$ cat config.mk
export PLATFORM = sky130hd
export DESIGN_NAME = hmac_sha256_engine
export DESIGN_NICKNAME = d
export VERILOG_FILES = /design/src/hdl/hse_pkg.sv /design/src/hdl/hse_front.sv /design/src/hdl/hse_core.sv /design/src/hdl/hmac_sha256_engine.sv
export SDC_FILE = /design/constraint.sdc
export NUM_CORES = 2
export LEC_CHECK = 0
export ABC_AREA = 1
export BUFFER_PORTS_ARGS = -buffer_cell sky130_fd_sc_hd__buf_2
export CAP_MARGIN = 20
export CORE_MARGIN = 3
export CORE_UTILIZATION = 40
export CTS_CLUSTER_DIAMETER = 40
export DETAILED_ROUTE_END_ITERATION = 10
export SLEW_MARGIN = 20
export SYNTH_ARGS = -nofsm -noshare
export SYNTH_HDL_FRONTEND = slang
export SYNTH_SLANG_ARGS = --single-unit
$ cat constraint.sdc
create_clock -name clock -period 17 [get_ports clock]
set_input_delay 1.7 -clock clock [delete_from_list [all_inputs] [get_ports clock]]
set_output_delay 1.7 -clock clock [all_outputs]
set_load 0.01 [all_outputs]
$ cat src/hdl/hse_pkg.sv
// ----------------------------------------------------------------------------
// hse_pkg: shared types, constants and functions of the SHA-256/HMAC engine
// Round constants, initial hash values, sigma functions, queue item and
// configuration bundles.
// ----------------------------------------------------------------------------
package hse_pkg;

   localparam int MAX_KEY_BYTES = 32;
   localparam int KLEN_W        = 6;
   localparam int QUEUE_DEPTH   = 4;
   localparam int QPTR_W        = 2;

   localparam logic [7:0] IPAD     = 8'h36;
   localparam logic [7:0] OPAD     = 8'h5c;
   localparam logic [7:0] PAD_MARK = 8'h80;

   localparam logic [2:0] CSR_MODE  = 3'd0;
   localparam logic [2:0] CSR_KLEN  = 3'd1;
   localparam logic [2:0] CSR_KEY0  = 3'd2;
   localparam logic [2:0] CSR_KEY1  = 3'd3;
   localparam logic [2:0] CSR_KEY2  = 3'd4;
   localparam logic [2:0] CSR_KEY3  = 3'd5;

   localparam logic [1:0] PH_IDLE  = 2'd0;
   localparam logic [1:0] PH_HMAC  = 2'd1;
   localparam logic [1:0] PH_PLAIN = 2'd2;

   typedef enum logic [3:0] {
      S_IDLE, S_KEY, S_MSG, S_P80, S_PZ, S_LEN, S_FIN, S_DIG, S_ROUND, S_ADD, S_OUT
   } state_type;

   typedef struct packed {
      logic [31:0] word;
      logic [2:0]  cnt;
      logic        last;
   } item_type;

   typedef struct packed {
      logic         mode;
      logic [5:0]   klen;
      logic [255:0] key;
   } cfg_type;

   typedef logic [31:0] word_type;

   function automatic logic [31:0] iv_word(input logic [2:0] i);
      logic [31:0] r;
      case (i)
         3'd0: r = 32'h6a09e667;
         3'd1: r = 32'hbb67ae85;
         3'd2: r = 32'h3c6ef372;
         3'd3: r = 32'ha54ff53a;
         3'd4: r = 32'h510e527f;
         3'd5: r = 32'h9b05688c;
         3'd6: r = 32'h1f83d9ab;
         default: r = 32'h5be0cd19;
      endcase
      return r;
   endfunction

   function automatic logic [31:0] round_k(input logic [5:0] t);
      logic [31:0] r;
      case (t)
         6'd0: r = 32'h428a2f98;  6'd1: r = 32'h71374491;  6'd2: r = 32'hb5c0fbcf;
         6'd3: r = 32'he9b5dba5;  6'd4: r = 32'h3956c25b;  6'd5: r = 32'h59f111f1;
         6'd6: r = 32'h923f82a4;  6'd7: r = 32'hab1c5ed5;  6'd8: r = 32'hd807aa98;
         6'd9: r = 32'h12835b01;  6'd10: r = 32'h243185be; 6'd11: r = 32'h550c7dc3;
         6'd12: r = 32'h72be5d74; 6'd13: r = 32'h80deb1fe; 6'd14: r = 32'h9bdc06a7;
         6'd15: r = 32'hc19bf174; 6'd16: r = 32'he49b69c1; 6'd17: r = 32'hefbe4786;
         6'd18: r = 32'h0fc19dc6; 6'd19: r = 32'h240ca1cc; 6'd20: r = 32'h2de92c6f;
         6'd21: r = 32'h4a7484aa; 6'd22: r = 32'h5cb0a9dc; 6'd23: r = 32'h76f988da;
         6'd24: r = 32'h983e5152; 6'd25: r = 32'ha831c66d; 6'd26: r = 32'hb00327c8;
         6'd27: r = 32'hbf597fc7; 6'd28: r = 32'hc6e00bf3; 6'd29: r = 32'hd5a79147;
         6'd30: r = 32'h06ca6351; 6'd31: r = 32'h14292967; 6'd32: r = 32'h27b70a85;
         6'd33: r = 32'h2e1b2138; 6'd34: r = 32'h4d2c6dfc; 6'd35: r = 32'h53380d13;
         6'd36: r = 32'h650a7354; 6'd37: r = 32'h766a0abb; 6'd38: r = 32'h81c2c92e;
         6'd39: r = 32'h92722c85; 6'd40: r = 32'ha2bfe8a1; 6'd41: r = 32'ha81a664b;
         6'd42: r = 32'hc24b8b70; 6'd43: r = 32'hc76c51a3; 6'd44: r = 32'hd192e819;
         6'd45: r = 32'hd6990624; 6'd46: r = 32'hf40e3585; 6'd47: r = 32'h106aa070;
         6'd48: r = 32'h19a4c116; 6'd49: r = 32'h1e376c08; 6'd50: r = 32'h2748774c;
         6'd51: r = 32'h34b0bcb5; 6'd52: r = 32'h391c0cb3; 6'd53: r = 32'h4ed8aa4a;
         6'd54: r = 32'h5b9cca4f; 6'd55: r = 32'h682e6ff3; 6'd56: r = 32'h748f82ee;
         6'd57: r = 32'h78a5636f; 6'd58: r = 32'h84c87814; 6'd59: r = 32'h8cc70208;
         6'd60: r = 32'h90befffa; 6'd61: r = 32'ha4506ceb; 6'd62: r = 32'hbef9a3f7;
         default: r = 32'hc67178f2;
      endcase
      return r;
   endfunction

   function automatic logic [31:0] rotr(input logic [31:0] x, input int n);
      return (x >> n) | (x << (32 - n));
   endfunction

   function automatic logic [31:0] ssig0(input logic [31:0] x);
      return rotr(x, 7) ^ rotr(x, 18) ^ (x >> 3);
   endfunction

   function automatic logic [31:0] ssig1(input logic [31:0] x);
      return rotr(x, 17) ^ rotr(x, 19) ^ (x >> 10);
   endfunction

   function automatic logic [31:0] bsig0(input logic [31:0] x);
      return rotr(x, 2) ^ rotr(x, 13) ^ rotr(x, 22);
   endfunction

   function automatic logic [31:0] bsig1(input logic [31:0] x);
      return rotr(x, 6) ^ rotr(x, 11) ^ rotr(x, 25);
   endfunction

endpackage

$ cat src/hdl/hse_front.sv
// ----------------------------------------------------------------------------
// hse_front: input beat queue
// Accepts message beats, clamps the byte count and holds them in a short
// queue for the hashing back end.
// ----------------------------------------------------------------------------
module hse_front (
   input  logic              clock,
   input  logic              reset,
   input  logic [31:0]       in_word,
   input  logic [2:0]        in_cnt,
   input  logic              in_last,
   input  logic              in_valid,
   output logic              in_ready,
   output hse_pkg::item_type item,
   output logic              item_valid,
   input  logic              item_pop
);
   import hse_pkg::*;

   item_type          q_ff [QUEUE_DEPTH];
   logic [QPTR_W-1:0] wr_ff, wr_in, rd_ff, rd_in;
   logic [QPTR_W:0]   num_ff, num_in;
   logic              push, pop;
   item_type          norm;

   // clamp oversized counts to a full word
   always_comb begin
      norm.word = in_word;
      norm.cnt  = (in_cnt > 3'd4) ? 3'd4 : in_cnt;
      norm.last = in_last;
   end

   assign in_ready   = (num_ff != QUEUE_DEPTH[QPTR_W:0]);
   assign item_valid = (num_ff != '0);
   assign item       = q_ff[rd_ff];
   assign push       = in_valid && in_ready;
   assign pop        = item_pop && item_valid;

   // advance pointers and fill count
   always_comb begin
      wr_in  = push ? wr_ff + 1'b1 : wr_ff;
      rd_in  = pop ? rd_ff + 1'b1 : rd_ff;
      num_in = num_ff + {{QPTR_W{1'b0}}, push} - {{QPTR_W{1'b0}}, pop};
   end

   always_ff @(posedge clock) begin
      if (reset) begin
         wr_ff  <= '0;
         rd_ff  <= '0;
         num_ff <= '0;
      end else begin
         wr_ff  <= wr_in;
         rd_ff  <= rd_in;
         num_ff <= num_in;
      end
   end

   // store the beat
   always_ff @(posedge clock) begin
      if (push) begin
         q_ff[wr_ff] <= norm;
      end
   end

endmodule

$ cat src/hdl/hse_core.sv
// ----------------------------------------------------------------------------
// hse_core: SHA-256 / HMAC sequencer and round unit
// Packs bytes into a 16-word shift line, runs 64 rounds per block, pads,
// chains the outer hash and emits the digest as four 64-bit parts.
// ----------------------------------------------------------------------------
module hse_core (
   input  logic              clock,
   input  logic              reset,
   input  hse_pkg::cfg_type  cfg,
   input  hse_pkg::item_type item,
   input  logic              item_valid,
   output logic              item_pop,
   output logic [63:0]       out_digest,
   output logic [1:0]        out_index,
   output logic              out_last,
   output logic              out_valid,
   input  logic              out_ready
);
   import hse_pkg::*;

   state_type   state_ff, state_in, ret_ff, ret_in;
   word_type    cv_ff [8];
   word_type    cv_in [8];
   word_type    v_ff [8];
   word_type    v_in [8];
   word_type    w_ff [16];
   word_type    w_in [16];
   word_type    id_ff [8];
   word_type    id_in [8];
   logic [5:0]  cnt_ff, cnt_in, fill_ff, fill_in, rnd_ff, rnd_in;
   logic [2:0]  bi_ff, bi_in;
   logic [63:0] bits_ff, bits_in;
   logic [1:0]  phase_ff, phase_in, part_ff, part_in;
   logic        outer_ff, outer_in;
   logic [7:0]  padv_ff, padv_in;
   logic [63:0] od_ff, od_in;
   logic [1:0]  oi_ff, oi_in;
   logic        ol_ff, ol_in, ov_ff, ov_in;
   logic        put;
   logic [7:0]  pbyte;
   logic [5:0]  klen;
   logic [7:0]  kbyte;
   logic [31:0] t1, t2, wnew;

   assign out_digest = od_ff;
   assign out_index  = oi_ff;
   assign out_last   = ol_ff;
   assign out_valid  = ov_ff;

   // key byte for the pad block, zero beyond the key length
   always_comb begin
      klen  = (cfg.klen > MAX_KEY_BYTES[5:0]) ? MAX_KEY_BYTES[5:0] : cfg.klen;
      kbyte = (cnt_ff < klen) ? cfg.key[8'd255 - {cnt_ff[4:0], 3'b000} -: 8] : 8'h00;
   end

   // round arithmetic
   always_comb begin
      t1 = v_ff[7] + bsig1(v_ff[4]) + ((v_ff[4] & v_ff[5]) ^ (~v_ff[4] & v_ff[6]))
           + round_k(rnd_ff) + w_ff[0];
      t2 = bsig0(v_ff[0]) + ((v_ff[0] & v_ff[1]) ^ (v_ff[0] & v_ff[2]) ^ (v_ff[1] & v_ff[2]));
      wnew = ssig1(w_ff[14]) + w_ff[9] + ssig0(w_ff[1]) + w_ff[0];
   end

   // sequencer
   always_comb begin
      state_in = state_ff;
      ret_in   = ret_ff;
      cv_in    = cv_ff;
      v_in     = v_ff;
      w_in     = w_ff;
      id_in    = id_ff;
      cnt_in   = cnt_ff;
      fill_in  = fill_ff;
      rnd_in   = rnd_ff;
      bi_in    = bi_ff;
      bits_in  = bits_ff;
      phase_in = phase_ff;
      part_in  = part_ff;
      outer_in = outer_ff;
      padv_in  = padv_ff;
      od_in    = od_ff;
      oi_in    = oi_ff;
      ol_in    = ol_ff;
      ov_in    = (ov_ff && out_ready) ? 1'b0 : ov_ff;
      put      = 1'b0;
      pbyte    = 8'h00;
      item_pop = 1'b0;

      unique case (state_ff)
         S_IDLE: begin
            if (item_valid) begin
               if (phase_ff == PH_IDLE) begin
                  for (int i = 0; i < 8; i++) cv_in[i] = iv_word(3'(i));
                  fill_in  = '0;
                  bits_in  = '0;
                  outer_in = 1'b0;
                  cnt_in   = '0;
                  bi_in    = '0;
                  if (cfg.mode) begin
                     phase_in = PH_HMAC;
                     padv_in  = IPAD;
                     state_in = S_KEY;
                  end else begin
                     phase_in = PH_PLAIN;
                     state_in = S_MSG;
                  end
               end else begin
                  bi_in    = '0;
                  state_in = S_MSG;
               end
            end
         end
         S_KEY: begin
            put    = 1'b1;
            pbyte  = kbyte ^ padv_ff;
            cnt_in = cnt_ff + 6'd1;
            if (cnt_ff == 6'd63) begin
               bits_in  = bits_ff + 64'd512;
               cnt_in   = '0;
               bi_in    = '0;
               state_in = outer_ff ? S_DIG : S_MSG;
            end
         end
         S_MSG: begin
            if (bi_ff < item.cnt) begin
               put     = 1'b1;
               pbyte   = item.word[5'd31 - {bi_ff[1:0], 3'b000} -: 8];
               bits_in = bits_ff + 64'd8;
               bi_in   = bi_ff + 3'd1;
            end else begin
               item_pop = 1'b1;
               bi_in    = '0;
               state_in = item.last ? S_P80 : S_IDLE;
            end
         end
         S_P80: begin
            put      = 1'b1;
            pbyte    = PAD_MARK;
            state_in = S_PZ;
         end
         S_PZ: begin
            if (fill_ff == 6'd56) begin
               cnt_in   = '0;
               state_in = S_LEN;
            end else begin
               put = 1'b1;
            end
         end
         S_LEN: begin
            put    = 1'b1;
            pbyte  = bits_ff[6'd63 - {cnt_ff[2:0], 3'b000} -: 8];
            cnt_in = cnt_ff + 6'd1;
            if (cnt_ff == 6'd7) begin
               cnt_in   = '0;
               state_in = S_FIN;
            end
         end
         S_FIN: begin
            if (phase_ff == PH_HMAC && !outer_ff) begin
               id_in = cv_ff;
               for (int i = 0; i < 8; i++) cv_in[i] = iv_word(3'(i));
               fill_in  = '0;
               bits_in  = '0;
               outer_in = 1'b1;
               padv_in  = OPAD;
               cnt_in   = '0;
               state_in = S_KEY;
            end else begin
               part_in  = '0;
               state_in = S_OUT;
            end
         end
         S_DIG: begin
            put     = 1'b1;
            pbyte   = id_ff[cnt_ff[4:2]][5'd31 - {cnt_ff[1:0], 3'b000} -: 8];
            bits_in = bits_ff + 64'd8;
            cnt_in  = cnt_ff + 6'd1;
            if (cnt_ff == 6'd31) begin
               cnt_in   = '0;
               state_in = S_P80;
            end
         end
         S_ROUND: begin
            v_in[7] = v_ff[6];
            v_in[6] = v_ff[5];
            v_in[5] = v_ff[4];
            v_in[4] = v_ff[3] + t1;
            v_in[3] = v_ff[2];
            v_in[2] = v_ff[1];
            v_in[1] = v_ff[0];
            v_in[0] = t1 + t2;
            for (int i = 0; i < 15; i++) w_in[i] = w_ff[i+1];
            w_in[15] = wnew;
            rnd_in   = rnd_ff + 6'd1;
            if (rnd_ff == 6'd63) state_in = S_ADD;
         end
         S_ADD: begin
            for (int i = 0; i < 8; i++) cv_in[i] = cv_ff[i] + v_ff[i];
            state_in = ret_ff;
         end
         S_OUT: begin
            if (!ov_ff || out_ready) begin
               ov_in   = 1'b1;
               od_in   = {cv_ff[{part_ff, 1'b0}], cv_ff[{part_ff, 1'b1}]};
               oi_in   = part_ff;
               ol_in   = (part_ff == 2'd3);
               part_in = part_ff + 2'd1;
               if (part_ff == 2'd3) begin
                  phase_in = PH_IDLE;
                  outer_in = 1'b0;
                  state_in = S_IDLE;
               end
            end
         end
         default: state_in = S_IDLE;
      endcase

      // shift a byte into the block; start the rounds when it fills
      if (put) begin
         for (int i = 0; i < 15; i++) w_in[i] = {w_ff[i][23:0], w_ff[i+1][31:24]};
         w_in[15] = {w_ff[15][23:0], pbyte};
         fill_in  = fill_ff + 6'd1;
         if (fill_ff == 6'd63) begin
            ret_in   = state_in;
            state_in = S_ROUND;
            v_in     = cv_ff;
            rnd_in   = '0;
         end
      end
   end

   always_ff @(posedge clock) begin
      if (reset) begin
         state_ff <= S_IDLE;
         ret_ff   <= S_IDLE;
         cnt_ff   <= '0;
         fill_ff  <= '0;
         rnd_ff   <= '0;
         bi_ff    <= '0;
         bits_ff  <= '0;
         phase_ff <= PH_IDLE;
         part_ff  <= '0;
         outer_ff <= 1'b0;
         ov_ff    <= 1'b0;
         for (int i = 0; i < 8; i++) cv_ff[i] <= iv_word(3'(i));
      end else begin
         state_ff <= state_in;
         ret_ff   <= ret_in;
         cnt_ff   <= cnt_in;
         fill_ff  <= fill_in;
         rnd_ff   <= rnd_in;
         bi_ff    <= bi_in;
         bits_ff  <= bits_in;
         phase_ff <= phase_in;
         part_ff  <= part_in;
         outer_ff <= outer_in;
         ov_ff    <= ov_in;
         cv_ff    <= cv_in;
      end
   end

   // payload registers
   always_ff @(posedge clock) begin
      v_ff    <= v_in;
      w_ff    <= w_in;
      id_ff   <= id_in;
      padv_ff <= padv_in;
      od_ff   <= od_in;
      oi_ff   <= oi_in;
      ol_ff   <= ol_in;
   end

endmodule

$ cat src/hdl/hmac_sha256_engine.sv
// Each 64-byte block is packed one byte per cycle outside the rounds, then runs
// through the round unit and is added into the chaining value; every beat also
// takes an issue and a release step, padding blocks follow, and in HMAC mode a
// key block comes before and a key and digest pass after; four digest beats
// follow, one per cycle while rsp_tready is high. The byte-wide packer and the
// single round unit set the speed; a 4-beat queue buffers input.
// Reset: synchronous, active high; clears configuration, queue and sequencer.
// ----------------------------------------------------------------------------
// hmac_sha256_engine: streaming SHA-256 and HMAC-SHA256 engine
// Configuration registers, input queue and hashing back end.
// ----------------------------------------------------------------------------
module hmac_sha256_engine (
   input  logic        clock,
   input  logic        reset,
   input  logic        csr_we,
   input  logic [2:0]  csr_index,
   input  logic [63:0] csr_wdata,
   input  logic        req_tvalid,
   output logic        req_tready,
   input  logic [39:0] req_tdata,   // data_word [31:0], byte_count [34:32], zero fill
   input  logic        req_tlast,
   output logic        rsp_tvalid,
   input  logic        rsp_tready,
   output logic [71:0] rsp_tdata,   // digest_part [63:0], part_index [65:64], zero fill
   output logic        rsp_tlast
);
   import hse_pkg::*;

   cfg_type     cfg_ff;
   item_type    item;
   logic        item_valid, item_pop;
   logic [63:0] digest;
   logic [1:0]  pidx;

   // configuration writes
   always_ff @(posedge clock) begin
      if (reset) begin
         cfg_ff <= '0;
      end else if (csr_we) begin
         unique case (csr_index)
            CSR_MODE: cfg_ff.mode <= csr_wdata[0];
            CSR_KLEN: cfg_ff.klen <= csr_wdata[5:0];
            CSR_KEY0: cfg_ff.key[255:192] <= csr_wdata;
            CSR_KEY1: cfg_ff.key[191:128] <= csr_wdata;
            CSR_KEY2: cfg_ff.key[127:64]  <= csr_wdata;
            CSR_KEY3: cfg_ff.key[63:0]    <= csr_wdata;
            default: ;
         endcase
      end
   end

   hse_front u_front (
      .clock      (clock),
      .reset      (reset),
      .in_word    (req_tdata[31:0]),
      .in_cnt     (req_tdata[34:32]),
      .in_last    (req_tlast),
      .in_valid   (req_tvalid),
      .in_ready   (req_tready),
      .item       (item),
      .item_valid (item_valid),
      .item_pop   (item_pop)
   );

   hse_core u_core (
      .clock      (clock),
      .reset      (reset),
      .cfg        (cfg_ff),
      .item       (item),
      .item_valid (item_valid),
      .item_pop   (item_pop),
      .out_digest (digest),
      .out_index  (pidx),
      .out_last   (rsp_tlast),
      .out_valid  (rsp_tvalid),
      .out_ready  (rsp_tready)
   );

   assign rsp_tdata = {6'd0, pidx, digest};

endmodule

==> out/qor.csv <==
stage,metric,value,unit
final_layout,layout.nets,14996,
timing,setup_viol,0,
final_layout,drive_above_1_share,0.0740,
cts,cts_sinks,1893,
drt,ant_nets,0,
flow_run,drv_cap,0,
drt,first_iter_violations,13043,
global_routing,grt_pass1_vias,93634,
timing,fin_skew,0.0801,ns
final_layout,multi_input_area,55900,um2
setup_path,timing.rr.end,u_core.v_ff[250],
synthesis,netlist_area,111000,um2
cts,clkLatencyLatePin,0.93,ns
global_routing,top_usage_layer,met2,
setup_path,r2r_start,u_core.v_ff[99],
worst_hold_path,hp-start,u_core.ret_ff[3],
worst_hold_path,hold_depth,2,
timing,max_freq,119,MHz
setup_path,cp-start-kind,flip-flop,
setup_path,ff2ff_setup_slack,8.59,ns
setup_path,required,17.76,ns
setup_path,crit_path_frequent_cell,nand2_1,
die,core,275000,um2
timing,relSlewSlack,0.224,
synthesis,synthCells,14330,
cts,cts_hold_buf,0,
timing,fin_crit_sh,0.495,
setup_path,crit_path_max_fanout,8,
drt,drt_wl_total,448000,um
placement,place.gp.congestion,1.01,
synthesis,synthArstFlopShare,0,
synthesis,ys.flop_type,edfxtp_1,
die,initial_core_util,0.404,
drt,num_vias,103292,
die,io_pins,188,
timing,hold_viol_final,0,
outcome,status,"complete, no violations",
timing,worst_pin_slew,1.15,ns
final_layout,area_delta_synth_final,14.0,%
placement,hpwl,330000,um
global_routing,use_met3,0.0513,
timing,setup_ws,8.59,ns
final_layout,nFillCells,27403,
die,die_area,284000,um2
setup_path,path_class,flip-flop to flip-flop,
die,die_h,533,um
placement,port_buffers,176,
die,std_cell_rows,192,
global_routing,grt_pass1_wl,645000,um
cts,cts_resized,0,
global_routing,use_met2,0.453,
cts,cts-root-buf,clkbuf_16,
global_routing,grt-ovfl-total,0,
timing,min_period,8.41,ns
drt,drcViolationCount,0,
timing,slew_violations,0,
global_routing,grt_start_max_net_pins,206,
synthesis,ys_ff_latch,1893,
cts,cts_buffer_depth,4,
cts,cts_tree,done,
setup_path,cp_top_family,adder cells,
synthesis,ys_seq_area_frac,0.429,
global_routing,grt_antenna_before_repair,44,
setup_path,cp_num_buf_inv,3,
cts,cts_setup_buffers,0,
cts,htreeDepth,5,
setup_path,worstRegToRegCells,28,
cts,path_clk_slew,0.05,ns
global_routing,grtUsageTotal,0.302,
timing,rsz0062_at_grt,no,
global_routing,use_met1,0.418,
worst_hold_path,hp-class,flip-flop to flip-flop,
drt,viasPerCell,5.65,
setup_path,cp_slowest_cell,dfxtp_1,
synthesis,synth_edf_count,981,
die,die_x,533,um
setup_path,slowest_delay,0.87,ns
drt,first_pass_iters,8,
timing,finalSetupTns,0,ns
worst_hold_path,min_to,u_core.ret_ff[3],
setup_path,cp.arrival,9.17,ns
synthesis,synth.avg_cell_area,7.76,um2
drt,avgRoutedWirePerCell,24.5,um
synthesis,synth_cell_type_count,70,
placement,place_ws,8.81,ns
setup_path,cp-end-kind,flip-flop,
final_layout,regArea,47700,um2
synthesis,yosys_warnings,0,
cts,cts_made_buffers,324,
==> worst reg2reg max path: cells and delay by family (launching register included) <==
family | cells | cell delay, ns
fa+ha+maj | 6 | 2.89
compound gates | 8 | 2.14
simple gates | 10 | 1.57
flops | 1 | 0.87
xor+xnor | 1 | 0.70
buf+inv | 3 | 0.15
==> cell usage in the layout (no fill, tap or decap), types with 26 or more instances in the layout <==
cell type	count
buf_4	172
nand3_1	591
a21o_1	49
nor3_1	114
o221ai_1	76
clkbuf_1	27
inv_2	28
o21a_1	30
xnor2_1	166
clkinv_2	40
o211ai_1	59
bufinv_16	39
nand2_1	3678
buf_2	175
dfxtp_1	904
clkinvlp_4	30
inv_6	41
o21bai_1	68
nor2_1	1328
a211oi_1	29
a21boi_0	35
or2_2	38
nor4_1	35
clkinv_4	26
ha_1	412
inv_1	1225
diode_2	49
a21oi_2	26
nand4_1	144
o21ai_0	1589
clkbuf_16	331
a31oi_1	111
edfxtp_1	981
fa_1	196
xor2_1	216
a21oi_1	1067
o22ai_1	150
==> flip-flops by register name, indices dropped and copies added, names as in the netlist, 61 cells and up, named ones only <==
name and cells:
u_core.v_ff 256, u_core.id_ff 256, u_core.bits_ff 61, u_core.w_ff 512, u_core.out_digest 64, u_front.q_ff 144
u_core.cv_ff 256, cfg_ff 263
==> cells in the mapped netlist (38+ instances only) <==
cell type,count,share of area
ha_1,412,0.046
o21bai_1,68,0.0046
buf_2,86,0.0039
xor2_1,216,0.017
o22ai_1,150,0.0084
o21ai_0,1589,0.071
o221ai_1,76,0.0060
nor3_1,115,0.0052
or2_2,38,0.0021
dfxtp_1,912,0.16
clkbuf_1,575,0.019
o211ai_1,59,0.0040
inv_1,1233,0.042
edfxtp_1,981,0.26
nand4_1,144,0.0081
a21o_1,49,0.0033
nand3_1,594,0.027
xnor2_1,166,0.013
a31oi_1,111,0.0062
fa_1,196,0.035
nand2_1,3683,0.12
buf_1,51,0.0017
a21oi_1,1068,0.048
nor2_1,1333,0.045
==> metrics by stage <==
stage	area, um2	cells	hold WS, ns	util
CTS	127000	18235	0.443	0.461
finish	127000	18284	0.443	0.461
floorplan	111000	14335	0.418	-
global placement	115000	17635	0.430	0.419
detailed placement	115000	17635	0.432	0.419
global route	127000	18252	0.456	0.461
==> layer usage <==
metal / vias up / wire length (um)
met5: - / 38
met4: 6 / 26700
met3: 907 / 41600
met2: 4994 / 191000
met1: 49130 / 188000
li1: 48255 / -
==> how the worst max path moves through the flow <==
stage                     from                to  slack (ns)  cells past startpoint
4_1_cts        u_core.v_ff[97]  u_core.v_ff[255]        8.81                     33
5_1_grt        u_core.v_ff[97]  u_core.v_ff[255]        8.42                     33
6_report       u_core.v_ff[99]  u_core.v_ff[250]        8.59                     28
2_1_floorplan        flip-flop    u_core.w_ff[0]        2.42                     15
3_3_place_gp   u_core.v_ff[99]  u_core.v_ff[247]        8.85                     26
3_5_place_dp   u_core.v_ff[97]  u_core.v_ff[255]        8.81                     33
==> cell families (layout without fill, tap and decap cells) <==
kind of cell | count (synthesis) | after routing | share of synthesized area
DFF | 1893 | 1893 | 0.429
buffers and inverters | 2009 | 2223 | 0.0703
xor gates and xnor gates | 383 | 383 | 0.0302
adders and majority gates | 620 | 620 | 0.0827
other | 1 | 55 | 0.0000337
AOI/OAI and AO/OA | 3413 | 3413 | 0.170
and+or+nand+nor | 6011 | 6011 | 0.218
==> cell type report <==
type | count | area share
sequential | 1893 | 0.376
timing repair buffer | 357 | 0.0186
clock inverter | 227 | 0.0219
antenna | 49 | 0.000967
multi-input combinational | 10433 | 0.440
inverter | 1266 | 0.0379
tap | 3686 | 0.0364
clock buffer | 373 | 0.0677
Power is left out: the tool's default activity adds up to more than one toggle a clock period on the data nets, which glitch-free logic cannot reach.
